## src/hdl/vstc_pkg.sv

```systemverilog
package vstc_pkg;

  // Width of one flag set and the bit positions inside it
  localparam int FLAG_W = 7;
  localparam int F_SYNC_HI_PULSE  = 0;
  localparam int F_BLACK_PULSE    = 1;
  localparam int F_SYNC_LO_BACK   = 2;
  localparam int F_BLACK_BACK     = 3;
  localparam int F_SYNC_LO_ACTIVE = 4;
  localparam int F_SYNC_LO_FRONT  = 5;
  localparam int F_BLACK_FRONT    = 6;

  // Datapath widths, sized for active areas up to 2048
  localparam int TIME_W = 32;  // line and frame time in ns
  localparam int TOL_W  = 16;  // Q0.16 tolerance
  localparam int CNT_W  = 13;  // sum of pixel or line counts
  localparam int LINE_W = 21;  // horizontal edges and line length in ns
  localparam int SUM_W  = 34;  // vertical edges in ns
  localparam int MA_W   = 32;  // multiplier operand a
  localparam int MB_W   = 16;  // multiplier operand b
  localparam int MP_W   = MA_W + MB_W;

  // Configuration register indexes
  localparam int CFG_IDX_W = 4;
  localparam logic [CFG_IDX_W-1:0] REG_PIXEL_NS      = 4'd0;
  localparam logic [CFG_IDX_W-1:0] REG_H_SYNC_PX     = 4'd1;
  localparam logic [CFG_IDX_W-1:0] REG_H_BACK_PX     = 4'd2;
  localparam logic [CFG_IDX_W-1:0] REG_H_FRONT_PX    = 4'd3;
  localparam logic [CFG_IDX_W-1:0] REG_V_SYNC_LINES  = 4'd4;
  localparam logic [CFG_IDX_W-1:0] REG_V_BACK_LINES  = 4'd5;
  localparam logic [CFG_IDX_W-1:0] REG_V_FRONT_LINES = 4'd6;
  localparam logic [CFG_IDX_W-1:0] REG_TOLERANCE     = 4'd7;

  // One phase classification request: time, tolerance product, period edges
  typedef struct packed {
    logic              sync;
    logic              black;
    logic [TIME_W-1:0] t;
    logic [MP_W-1:0]   tp;   // t * tolerance_frac
    logic [SUM_W-1:0]  e1;   // end of pulse
    logic [SUM_W-1:0]  e2;   // end of back porch
    logic [SUM_W-1:0]  e3;   // end of active area
    logic [SUM_W-1:0]  e4;   // end of front porch
  } phase_req_t;

endpackage

```

## src/hdl/vstc_mul.sv

```systemverilog
module vstc_mul import vstc_pkg::*; (
  input  logic            clk,
  input  logic [MA_W-1:0] mul_a,
  input  logic [MB_W-1:0] mul_b,
  output logic [MP_W-1:0] mul_p
);

  logic [MP_W-1:0] prod_r;

  // Registered 32x16 product, one result per cycle
  always_ff @(posedge clk) begin
    prod_r <= MP_W'(mul_a) * MP_W'(mul_b);
  end

  assign mul_p = prod_r;

endmodule

```

## src/hdl/vstc_phase.sv

```systemverilog
module vstc_phase import vstc_pkg::*; (
  input  phase_req_t        req,
  output logic [FLAG_W-1:0] flags
);

  localparam int PW = SUM_W + 17;

  logic [PW-1:0] t_sh;
  logic [PW-1:0] hi;
  logic [PW-1:0] lo;
  logic [PW-1:0] e1_sh;
  logic [PW-1:0] e2_sh;
  logic [PW-1:0] e3_sh;
  logic [PW-1:0] e4_sh;

  // t*(1+tol) and t*(1-tol) in Q.16, edges scaled to match
  always_comb begin
    t_sh  = PW'({req.t, 16'b0});
    hi    = t_sh + PW'(req.tp);
    lo    = t_sh - PW'(req.tp);
    e1_sh = PW'({req.e1, 16'b0});
    e2_sh = PW'({req.e2, 16'b0});
    e3_sh = PW'({req.e3, 16'b0});
    e4_sh = PW'({req.e4, 16'b0});
  end

  // Phase sort and level checks
  always_comb begin
    flags = '0;
    if (hi < e1_sh) begin
      flags[F_SYNC_HI_PULSE] = req.sync;
      flags[F_BLACK_PULSE]   = req.black;
    end else if (hi < e2_sh) begin
      flags[F_SYNC_LO_BACK]  = !req.sync;
      flags[F_BLACK_BACK]    = req.black;
    end else if (lo > e2_sh && hi < e3_sh) begin
      flags[F_SYNC_LO_ACTIVE] = !req.sync;
    end else if (lo > e3_sh && hi < e4_sh) begin
      flags[F_SYNC_LO_FRONT] = !req.sync;
      flags[F_BLACK_FRONT]   = req.black;
    end
  end

endmodule

```

## src/hdl/vga_sync_timing_check_capture.sv

```systemverilog
// VGA sync timing checker with pixel capture.
// Input channel: one sample per item (hsync, vsync, 3-bit RGB, ns since the
// previous sample) on in_valid / in_stall. Result channel: one item per
// sample on out_valid / out_stall, carrying the end-of-frame flag report and
// an optional pixel write (column, row, colour scaled to 8 bits).
// Configuration: cfg_valid / cfg_ready with a register index and data; write
// only while no sample is in flight. cfg_ready is always high.
// The block takes one sample at a time: in_stall stays high while a sample
// runs through the multiplier steps, the vertical and horizontal checks, the
// column and row division (only when a pixel is written) and the load into
// the output register. The pace is set by the shared 32x16 multiplier, which
// produces the ten period edges and tolerance products in turn, and by the
// shared restoring divider stage that yields one quotient bit a cycle for
// column and row. A finished result sits in the output register; the next
// sample is taken while it waits, and a second result waits in the sequencer
// until the first one leaves. A stalled result holds its value.
// Reset (rst_n low, synchronous) restores the default 640x480 timing,
// clears the line and frame times, the sync history and the flag sets.
module vga_sync_timing_check_capture import vstc_pkg::*; #(
  parameter int WIDTH  = 640,
  parameter int HEIGHT = 480
) (
  input  logic                 clk,
  input  logic                 rst_n,
  // configuration
  input  logic                 cfg_valid,
  output logic                 cfg_ready,
  input  logic [CFG_IDX_W-1:0] cfg_index,
  input  logic [15:0]          cfg_data,
  // samples
  input  logic                 in_valid,
  output logic                 in_stall,
  input  logic                 in_hsync,
  input  logic                 in_vsync,
  input  logic [2:0]           in_red_in,
  input  logic [2:0]           in_green_in,
  input  logic [2:0]           in_blue_in,
  input  logic [15:0]          in_elapsed_ns,
  // results
  output logic                 out_valid,
  input  logic                 out_stall,
  output logic                 out_frame_done,
  output logic [FLAG_W-1:0]    out_h_flags,
  output logic [FLAG_W-1:0]    out_v_flags,
  output logic                 out_pixel_write,
  output logic [9:0]           out_pixel_x,
  output logic [8:0]           out_pixel_y,
  output logic [7:0]           out_red_out,
  output logic [7:0]           out_green_out,
  output logic [7:0]           out_blue_out
);

  localparam int MAXD   = (WIDTH > HEIGHT) ? WIDTH : HEIGHT;
  localparam int QW     = $clog2(MAXD + 1);
  localparam int QCNT_W = $clog2(QW + 1);
  localparam int DIV_W  = (LINE_W + QW > TIME_W) ? LINE_W + QW : TIME_W;

  // Sequencer states
  localparam logic [2:0] ST_IDLE = 3'd0;
  localparam logic [2:0] ST_MUL  = 3'd1;
  localparam logic [2:0] ST_VCHK = 3'd2;
  localparam logic [2:0] ST_HCHK = 3'd3;
  localparam logic [2:0] ST_DIVX = 3'd4;
  localparam logic [2:0] ST_DIVY = 3'd5;
  localparam logic [2:0] ST_OUT  = 3'd6;

  // Multiplier steps
  localparam logic [3:0] M_H1   = 4'd0;
  localparam logic [3:0] M_H2   = 4'd1;
  localparam logic [3:0] M_H3   = 4'd2;
  localparam logic [3:0] M_H4   = 4'd3;
  localparam logic [3:0] M_V1   = 4'd4;
  localparam logic [3:0] M_V2   = 4'd5;
  localparam logic [3:0] M_V3   = 4'd6;
  localparam logic [3:0] M_V4   = 4'd7;
  localparam logic [3:0] M_VTOL = 4'd8;
  localparam logic [3:0] M_HTOL = 4'd9;
  localparam logic [3:0] M_LAST = 4'd10;

  // Configuration registers
  logic [7:0]        pixel_ns_r;
  logic [9:0]        h_sync_r, h_back_r, h_front_r;
  logic [9:0]        v_sync_r, v_back_r, v_front_r;
  logic [TOL_W-1:0]  tol_r;

  // Block state
  logic [TIME_W-1:0] line_time_r, frame_time_r;
  logic              hsync_prev_r, vsync_prev_r;
  logic [FLAG_W-1:0] h_acc_r, v_acc_r;

  // Per-item working registers
  logic [2:0]        state_r;
  logic [3:0]        step_r;
  logic              black_r;
  logic [2:0]        red_r, green_r, blue_r;
  logic              fd_r;
  logic [FLAG_W-1:0] hfo_r, vfo_r;
  logic [LINE_W-1:0] eh1_r, eh2_r, eh3_r, line_r;
  logic [SUM_W-1:0]  ev1_r, ev2_r, ev3_r, ev4_r;
  logic [MP_W-1:0]   htp_r, vtp_r;
  logic              y_ok_r;
  logic              wr_r;
  logic [DIV_W-1:0]  rem_r, dsh_r;
  logic [QW-1:0]     q_r, qx_r, qy_r;
  logic [QCNT_W-1:0] qcnt_r;

  // Output register
  logic              out_valid_r;
  logic              o_fd_r, o_wr_r;
  logic [FLAG_W-1:0] o_hf_r, o_vf_r;
  logic [9:0]        o_x_r;
  logic [8:0]        o_y_r;
  logic [7:0]        o_red_r, o_green_r, o_blue_r;

  logic              in_acc;
  logic              out_acc;
  logic              vfall, hfall;
  logic [TIME_W:0]   lt_sum, ft_sum;
  logic [TIME_W-1:0] lt_new, ft_new;
  logic [CNT_W-1:0]  hs1, hs2, hs3, hs4, vs1, vs2, vs3, vs4;
  logic [MA_W-1:0]   mul_a;
  logic [MB_W-1:0]   mul_b;
  logic [MP_W-1:0]   mul_p;
  phase_req_t        ph_req;
  logic [FLAG_W-1:0] ph_flags;
  logic              x_ok;
  logic [TIME_W-1:0] nx, ny;
  logic              div_ge;
  logic [QW-1:0]     q_nxt;
  logic              out_load;

  assign cfg_ready = 1'b1;
  assign in_stall  = (state_r != ST_IDLE);
  assign in_acc    = in_valid && !in_stall;
  assign out_acc   = out_valid_r && !out_stall;
  assign out_load  = (state_r == ST_OUT) && (!out_valid_r || !out_stall);

  // Saturating time update and sync edge detect at accept
  always_comb begin
    vfall  = vsync_prev_r && !in_vsync;
    hfall  = hsync_prev_r && !in_hsync;
    lt_sum = {1'b0, line_time_r} + (TIME_W + 1)'(in_elapsed_ns);
    ft_sum = {1'b0, frame_time_r} + (TIME_W + 1)'(in_elapsed_ns);
    lt_new = lt_sum[TIME_W] ? '1 : lt_sum[TIME_W-1:0];
    ft_new = ft_sum[TIME_W] ? '1 : ft_sum[TIME_W-1:0];
    if (hfall) lt_new = '0;
    if (vfall) ft_new = '0;
  end

  // Cumulative period counts
  always_comb begin
    hs1 = CNT_W'(h_sync_r);
    hs2 = hs1 + CNT_W'(h_back_r);
    hs3 = hs2 + CNT_W'(WIDTH);
    hs4 = hs3 + CNT_W'(h_front_r);
    vs1 = CNT_W'(v_sync_r);
    vs2 = vs1 + CNT_W'(v_back_r);
    vs3 = vs2 + CNT_W'(HEIGHT);
    vs4 = vs3 + CNT_W'(v_front_r);
  end

  // Multiplier operand select
  always_comb begin
    mul_a = '0;
    mul_b = '0;
    unique case (step_r)
      M_H1:   begin mul_a = MA_W'(hs1); mul_b = MB_W'(pixel_ns_r); end
      M_H2:   begin mul_a = MA_W'(hs2); mul_b = MB_W'(pixel_ns_r); end
      M_H3:   begin mul_a = MA_W'(hs3); mul_b = MB_W'(pixel_ns_r); end
      M_H4:   begin mul_a = MA_W'(hs4); mul_b = MB_W'(pixel_ns_r); end
      M_V1:   begin mul_a = MA_W'(mul_p[LINE_W-1:0]); mul_b = MB_W'(vs1); end
      M_V2:   begin mul_a = MA_W'(line_r); mul_b = MB_W'(vs2); end
      M_V3:   begin mul_a = MA_W'(line_r); mul_b = MB_W'(vs3); end
      M_V4:   begin mul_a = MA_W'(line_r); mul_b = MB_W'(vs4); end
      M_VTOL: begin mul_a = frame_time_r; mul_b = tol_r; end
      M_HTOL: begin mul_a = line_time_r; mul_b = tol_r; end
      default: begin mul_a = '0; mul_b = '0; end
    endcase
  end

  vstc_mul u_mul (
    .clk   (clk),
    .mul_a (mul_a),
    .mul_b (mul_b),
    .mul_p (mul_p)
  );

  // Phase unit shared between the vertical and horizontal checks
  always_comb begin
    if (state_r == ST_HCHK) begin
      ph_req.sync  = hsync_prev_r;
      ph_req.black = black_r;
      ph_req.t     = line_time_r;
      ph_req.tp    = htp_r;
      ph_req.e1    = SUM_W'(eh1_r);
      ph_req.e2    = SUM_W'(eh2_r);
      ph_req.e3    = SUM_W'(eh3_r);
      ph_req.e4    = SUM_W'(line_r);
    end else begin
      ph_req.sync  = vsync_prev_r;
      ph_req.black = black_r;
      ph_req.t     = frame_time_r;
      ph_req.tp    = vtp_r;
      ph_req.e1    = ev1_r;
      ph_req.e2    = ev2_r;
      ph_req.e3    = ev3_r;
      ph_req.e4    = ev4_r;
    end
  end

  vstc_phase u_phase (
    .req   (ph_req),
    .flags (ph_flags)
  );

  // Visible-area tests and divider numerators
  always_comb begin
    x_ok = (pixel_ns_r != '0) && (line_time_r >= TIME_W'(eh2_r)) &&
           (line_time_r < TIME_W'(eh3_r));
    nx   = line_time_r - TIME_W'(eh2_r);
    ny   = frame_time_r - ev2_r[TIME_W-1:0];
  end

  // One restoring division step
  always_comb begin
    div_ge = (rem_r >= dsh_r);
    q_nxt  = (q_r << 1) | QW'(div_ge);
  end

  // Configuration writes
  always_ff @(posedge clk) begin
    if (!rst_n) begin
      pixel_ns_r <= 8'd40;
      h_sync_r   <= 10'd96;
      h_back_r   <= 10'd48;
      h_front_r  <= 10'd16;
      v_sync_r   <= 10'd2;
      v_back_r   <= 10'd33;
      v_front_r  <= 10'd10;
      tol_r      <= '0;
    end else if (cfg_valid && cfg_ready) begin
      unique case (cfg_index)
        REG_PIXEL_NS:      pixel_ns_r <= cfg_data[7:0];
        REG_H_SYNC_PX:     h_sync_r   <= cfg_data[9:0];
        REG_H_BACK_PX:     h_back_r   <= cfg_data[9:0];
        REG_H_FRONT_PX:    h_front_r  <= cfg_data[9:0];
        REG_V_SYNC_LINES:  v_sync_r   <= cfg_data[9:0];
        REG_V_BACK_LINES:  v_back_r   <= cfg_data[9:0];
        REG_V_FRONT_LINES: v_front_r  <= cfg_data[9:0];
        REG_TOLERANCE:     tol_r      <= cfg_data;
        default: ;
      endcase
    end
  end

  // Sequencer and block state
  always_ff @(posedge clk) begin
    if (!rst_n) begin
      state_r      <= ST_IDLE;
      step_r       <= M_H1;
      line_time_r  <= '0;
      frame_time_r <= '0;
      hsync_prev_r <= 1'b0;
      vsync_prev_r <= 1'b0;
      h_acc_r      <= '0;
      v_acc_r      <= '0;
    end else begin
      unique case (state_r)
        ST_IDLE: begin
          if (in_acc) begin
            line_time_r  <= lt_new;
            frame_time_r <= ft_new;
            hsync_prev_r <= in_hsync;
            vsync_prev_r <= in_vsync;
            if (vfall) begin
              h_acc_r <= '0;
              v_acc_r <= '0;
            end
            step_r  <= M_H1;
            state_r <= ST_MUL;
          end
        end
        ST_MUL: begin
          step_r <= step_r + 4'd1;
          if (step_r == M_LAST) state_r <= ST_VCHK;
        end
        ST_VCHK: begin
          v_acc_r <= v_acc_r | ph_flags;
          state_r <= ST_HCHK;
        end
        ST_HCHK: begin
          h_acc_r <= h_acc_r | ph_flags;
          state_r <= (x_ok && y_ok_r) ? ST_DIVX : ST_OUT;
        end
        ST_DIVX: begin
          if (qcnt_r == '0) state_r <= ST_DIVY;
        end
        ST_DIVY: begin
          if (qcnt_r == '0) state_r <= ST_OUT;
        end
        ST_OUT: begin
          if (out_load) state_r <= ST_IDLE;
        end
        default: state_r <= ST_IDLE;
      endcase
    end
  end

  // Item payload and edge registers
  always_ff @(posedge clk) begin
    if (in_acc) begin
      black_r <= (in_red_in == '0) && (in_green_in == '0) && (in_blue_in == '0);
      red_r   <= in_red_in;
      green_r <= in_green_in;
      blue_r  <= in_blue_in;
      fd_r    <= vfall;
      hfo_r   <= vfall ? h_acc_r : '0;
      vfo_r   <= vfall ? v_acc_r : '0;
    end
    if (state_r == ST_MUL) begin
      case (step_r)
        M_H2:   eh1_r  <= mul_p[LINE_W-1:0];
        M_H3:   eh2_r  <= mul_p[LINE_W-1:0];
        M_H4:   eh3_r  <= mul_p[LINE_W-1:0];
        M_V1:   line_r <= mul_p[LINE_W-1:0];
        M_V2:   ev1_r  <= mul_p[SUM_W-1:0];
        M_V3:   ev2_r  <= mul_p[SUM_W-1:0];
        M_V4:   ev3_r  <= mul_p[SUM_W-1:0];
        M_VTOL: ev4_r  <= mul_p[SUM_W-1:0];
        M_HTOL: vtp_r  <= mul_p;
        M_LAST: htp_r  <= mul_p;
        default: ;
      endcase
    end
    if (state_r == ST_VCHK) begin
      y_ok_r <= ({2'b0, frame_time_r} >= ev2_r) && ({2'b0, frame_time_r} < ev3_r);
    end
    if (state_r == ST_HCHK) begin
      wr_r   <= x_ok && y_ok_r;
      rem_r  <= DIV_W'(nx);
      dsh_r  <= DIV_W'(pixel_ns_r) << (QW - 1);
      q_r    <= '0;
      qcnt_r <= QCNT_W'(QW - 1);
      qx_r   <= '0;
      qy_r   <= '0;
    end
    // column then row, one quotient bit per cycle
    if (state_r == ST_DIVX || state_r == ST_DIVY) begin
      if (qcnt_r == '0) begin
        rem_r  <= DIV_W'(ny);
        dsh_r  <= DIV_W'(line_r) << (QW - 1);
        q_r    <= '0;
        qcnt_r <= QCNT_W'(QW - 1);
        if (state_r == ST_DIVX) qx_r <= q_nxt;
        else                    qy_r <= q_nxt;
      end else begin
        if (div_ge) rem_r <= rem_r - dsh_r;
        dsh_r  <= dsh_r >> 1;
        q_r    <= q_nxt;
        qcnt_r <= qcnt_r - QCNT_W'(1);
      end
    end
  end

  // Output register
  always_ff @(posedge clk) begin
    if (!rst_n) begin
      out_valid_r <= 1'b0;
    end else if (out_load) begin
      out_valid_r <= 1'b1;
    end else if (out_acc) begin
      out_valid_r <= 1'b0;
    end
  end

  always_ff @(posedge clk) begin
    if (out_load) begin
      o_fd_r    <= fd_r;
      o_hf_r    <= hfo_r;
      o_vf_r    <= vfo_r;
      o_wr_r    <= wr_r;
      o_x_r     <= wr_r ? 10'(qx_r) : '0;
      o_y_r     <= wr_r ? 9'(qy_r) : '0;
      o_red_r   <= wr_r ? {red_r, 5'b0} : '0;
      o_green_r <= wr_r ? {green_r, 5'b0} : '0;
      o_blue_r  <= wr_r ? {blue_r, 5'b0} : '0;
    end
  end

  assign out_valid       = out_valid_r;
  assign out_frame_done  = o_fd_r;
  assign out_h_flags     = o_hf_r;
  assign out_v_flags     = o_vf_r;
  assign out_pixel_write = o_wr_r;
  assign out_pixel_x     = o_x_r;
  assign out_pixel_y     = o_y_r;
  assign out_red_out     = o_red_r;
  assign out_green_out   = o_green_r;
  assign out_blue_out    = o_blue_r;

`ifndef NO_ASSERTIONS
  // a sample is never taken twice in a row
  a_one_at_a_time: assert property (@(posedge clk) disable iff (!rst_n)
    in_acc |=> in_stall)
    else $error("sample accepted while previous one in flight");

  // written pixels lie inside the active area
  a_pixel_in_area: assert property (@(posedge clk) disable iff (!rst_n)
    (out_valid && out_pixel_write) |->
      (32'(out_pixel_x) < WIDTH) && (32'(out_pixel_y) < HEIGHT))
    else $error("pixel write outside active area");

  // no pixel write means empty pixel fields
  a_pixel_fields_clear: assert property (@(posedge clk) disable iff (!rst_n)
    (out_valid && !out_pixel_write) |->
      (out_pixel_x == '0) && (out_pixel_y == '0) && (out_red_out == '0) &&
      (out_green_out == '0) && (out_blue_out == '0))
    else $error("pixel fields set without pixel write");

  // flag report only at the end of a frame
  a_flags_on_frame_end: assert property (@(posedge clk) disable iff (!rst_n)
    (out_valid && !out_frame_done) |-> (out_h_flags == '0) && (out_v_flags == '0))
    else $error("flags reported without frame end");
`endif

endmodule

```

## config.mk

```make
export PLATFORM = sky130hd
export DESIGN_NAME = vga_sync_timing_check_capture
export DESIGN_NICKNAME = d
export VERILOG_FILES = /design/src/hdl/vstc_pkg.sv /design/src/hdl/vstc_mul.sv /design/src/hdl/vstc_phase.sv /design/src/hdl/vga_sync_timing_check_capture.sv
export SDC_FILE = /design/constraint.sdc
export NUM_CORES = 2
export LEC_CHECK = 0
export ABC_AREA = 1
export BUFFER_PORTS_ARGS = -buffer_cell sky130_fd_sc_hd__buf_2
export CORE_MARGIN = 1.5
export CORE_UTILIZATION = 65
export CTS_BUF_LIST = sky130_fd_sc_hd__clkbuf_16
export DETAILED_ROUTE_END_ITERATION = 7
export HOLD_SLACK_MARGIN = 0.08
export PLACE_DENSITY = 0.82
export SETUP_SLACK_MARGIN = 0.05
export SYNTH_ARGS = -nofsm -noshare
export SYNTH_HDL_FRONTEND = slang
export SYNTH_HIERARCHICAL = 1
export SYNTH_SLANG_ARGS = --single-unit
```

## constraint.sdc

```tcl
create_clock -name clk -period 12.2 [get_ports clk]
set_input_delay 1.83 -clock clk [delete_from_list [all_inputs] [get_ports clk]]
set_output_delay 1.83 -clock clk [all_outputs]
set_load 0.03 [all_outputs]
```

==> results.md <==
* RePlAce Congestion at ~1.1
* Main combinational cell family by area after synthesis: simple AND/OR/NAND/NOR gates
* Synth Cell Area at approximately 67,000 um2
* Slowest cell on the critical path: nand2_1
* DRT Wirelength at between 200,000 and 300,000 um
* Synth Register Bits at around 700
* Area share of the largest cell type after synthesis at 0.192
* Post-cts sizing count at 0
* Avg Inst Size Synth at 7.29 um2
* H-Tree Depth at 3
* Mux cell area share after synthesis at 0.000298
* Compound-Gate Fraction of Synth Area at 0.0982
* Die H at 325 um
* Post-Synth Adder-Cell Area at 0.239
* Clock Latency Late Sink at 0.67 ns
* Slew Limit Fails at 0
* Predominant post-synthesis flop cell: edfxtp_1
* Starting Density at 0.658
* Slew headroom at 0.0440
* XOR/XNOR Fraction of Synth Area at 0.0221
* Async SR Flop Fraction at 0
* Avg WL per Cell at ~24 um
* Setup CP Type: flip-flop to flip-flop
* Remaining global-route overflow at 0
* # nets final at approximately 10,000
* DRT antenna net count at 0
* CTS Buf Count at 77
* 1st-iter DRT viols at slightly above 8,000
* DRC Markers at 4
* IO buf count at 97
* Clock input transition at the sequential cells of the worst setup and hold paths at roughly 0.07 ns
* Simple-Gate Fraction of Synth Area at 0.245
* Worst slack at placement at ~3.3 ns
* Setup Buffers After CTS at 0
* Number of flops mapped to enable cells by yosys at 430
* Total chip power at ~12 mW
* Yosys warning total at 6
* Layout cells sized above 1 at 0.0570
* CP endpoint kind: flip-flop
* Max Fanout on Critical Path at 16
* Sink Count at roughly 700
* Leading post-synthesis cells by cell area: edfxtp_1 19%, nand2_1 14%, fa_1 13%
* Post-route setup slack at between 3 and 4 ns
* Hold_sp: hfo_r[3]
* Failing checks: DRC
* Setup crit start kind: flip-flop
* Maximum clock rate at ~0.11 GHz
* Antenna violations before repair at 13
* Post-Syn Instances at 9,229
* Row Count at between 100 and 150
* CTS max path bufs at 3
* Area leader, netlist: edfxtp_1
* Non-Filler Instances at 10,665
* CP most frequent cell: nand2_1
* Maxcap violations at 0
* Skew final at between 0.03 and 0.04 ns
* Core Util, Final at 0.701
* Part of the Yosys area used for sequential elements at 0.273
* RSZ-0062 raised after global routing: no
* Maximum vdd drop at about 180 uV
* CTS Root Cell: clkbuf_16
* Status: finished with violations
* PD cells at approximately 170 nW/um2
* Die W at approximately 320 um
* Inst Count DP at 10,507
* All-Layer GR Usage at 0.470
* IO Count at around 110
* Most numerous cell in the Yosys netlist: nand2_1
* LEAKAGE at ~37 nW
* Vias in the first global route at 64,384
* Via/cell ratio at approximately 6.1
* Final worst path period share at 0.753
* Global-route wire length before repair at around 370,000 um
* Worst Max-Slew Pin Slew at roughly 1.4 ns
* Die area at approximately 110,000 um2
* RR Startpoint: h_sync_r[0]
* DR vias at roughly 65,000
* Setup TNS at 0 ns
* Crit path DAT at 9.74 ns
* Top post-synthesis cells by count: 2,574 x nand2_1, 1,802 x inv_1, 752 x nor2_1
* CP max stage delay at a little over 0.6 ns
* Unique masters post-synth at 68
* Worst Path Required at 12.76 ns
* Tightest Hold Check Type: flip-flop to flip-flop
* Final HPWL DP at slightly below 200,000 um
* Core Region at 102,000 um2
* Crit. Startpoint: h_sync_r[0]
* CTS Hold Bufs at 0
* Final setup vio count at 0
* CTS tree: yes
* Synth-to-Final Area Change at 6.47%
* Largest net degree at the start of global routing at approximately 130
* Drt pass-1 iters at 8
* Min cycle time layout at just over 9 ns
* Hold Fails Final Rpt at 0
[where the power goes]
| group | internal, mW | switching, mW |
|---|---|---|
| registers | 2.83 | 0.290 |
| clock network | 1.33 | 1.05 |
| logic | 2.00 | 4.72 |
[path summary, 6_finish.rpt]
path,end,slack (ns),cells after the start
worst max-delay path,u_mul/mul_p[32],3.02,40
worst min-delay path,out_h_flags[3],0.42,0
worst max register to register,u_mul/mul_p[32],3.02,40
worst min register to register,out_h_flags[3],0.42,0
[per-layer routing]
metal	part of all wire	up-vias	track usage
li1	-	28875	-
met1	0.35	30162	0.557
met2	0.44	4646	0.731
met3	0.13	1385	0.129
met4	0.090	10	0.352
met5	0.00025	-	0
[flip-flops by register name (all words and copies together) (netlist names), 34 cells and up]
name         flops
ev2_r           34
u_mul/mul_p     48
ev4_r           34
htp_r           48
vtp_r           48
ev3_r           34
ev1_r           34
[worst max-delay path: cells and delay by family, from the launching register on]
family / cells / cell delay [ns]
flops: 1 / 0.32
fa+ha+maj: 11 / 4.75
simple gates: 24 / 3.66
buf+inv: 5 / 0.32
[layout make-up]
| cell class | instances | area (um2) |
|---|---|---|
| fillers | 8178 | 30600 |
| inverters | 1853 | 6960 |
| flip-flops and latches | 701 | 18300 |
| repair buffers | 187 | 1170 |
| multi-input cells | 6398 | 40900 |
| clock buffers | 80 | 2000 |
| diodes | 16 | 40.0 |
| clock inverters | 62 | 502 |
| well taps | 1368 | 1710 |
[stage by stage]
step,area (um2),hold slack [ns]
floorplan,67300,0.400
global placement,69100,0.401
detailed placement,69100,0.405
CTS,71600,0.423
global route,71600,0.427
finish,71600,0.420
[placed cells by master (no fill, tap or decap), types with 15 or more instances in the layout]
master        n
ha_1        597
o21ai_1      48
xnor2_1      44
nor2_1      738
o21a_1       16
o21ai_0     360
xor2_1      124
nand2_1    2572
diode_2      16
edfxtp_1    430
a31oi_1      26
a21o_1       26
nand3_1     357
fa_1        428
o211ai_1     21
o22ai_1      18
dfxtp_1     271
inv_2        40
nand4_1      70
inv_1      1817
o21bai_1     43
clkinv_1     20
o221ai_1     15
conb_1       16
buf_2        97
nor2_4       22
buf_4        89
a21oi_1     484
nand2_2      50
nor3_1       61
clkbuf_16    80
nor2_2       41
a22oi_1      32
nor4_1       34
a221oi_1     15
[cell families (layout without fill, tap and decap cells)]
family / Yosys count / after routing
adder cells (fa/ha/maj): 1025 / 1025
multiplexers: 2 / 2
buffers and inverters: 2144 / 2182
AND/OR/NAND/NOR: 4014 / 4014
XOR/XNOR: 169 / 169
AO/OA/AOI/OAI: 1172 / 1172
flip-flops: 701 / 701
other: 2 / 32
Power figures use the tool's default switching activity.
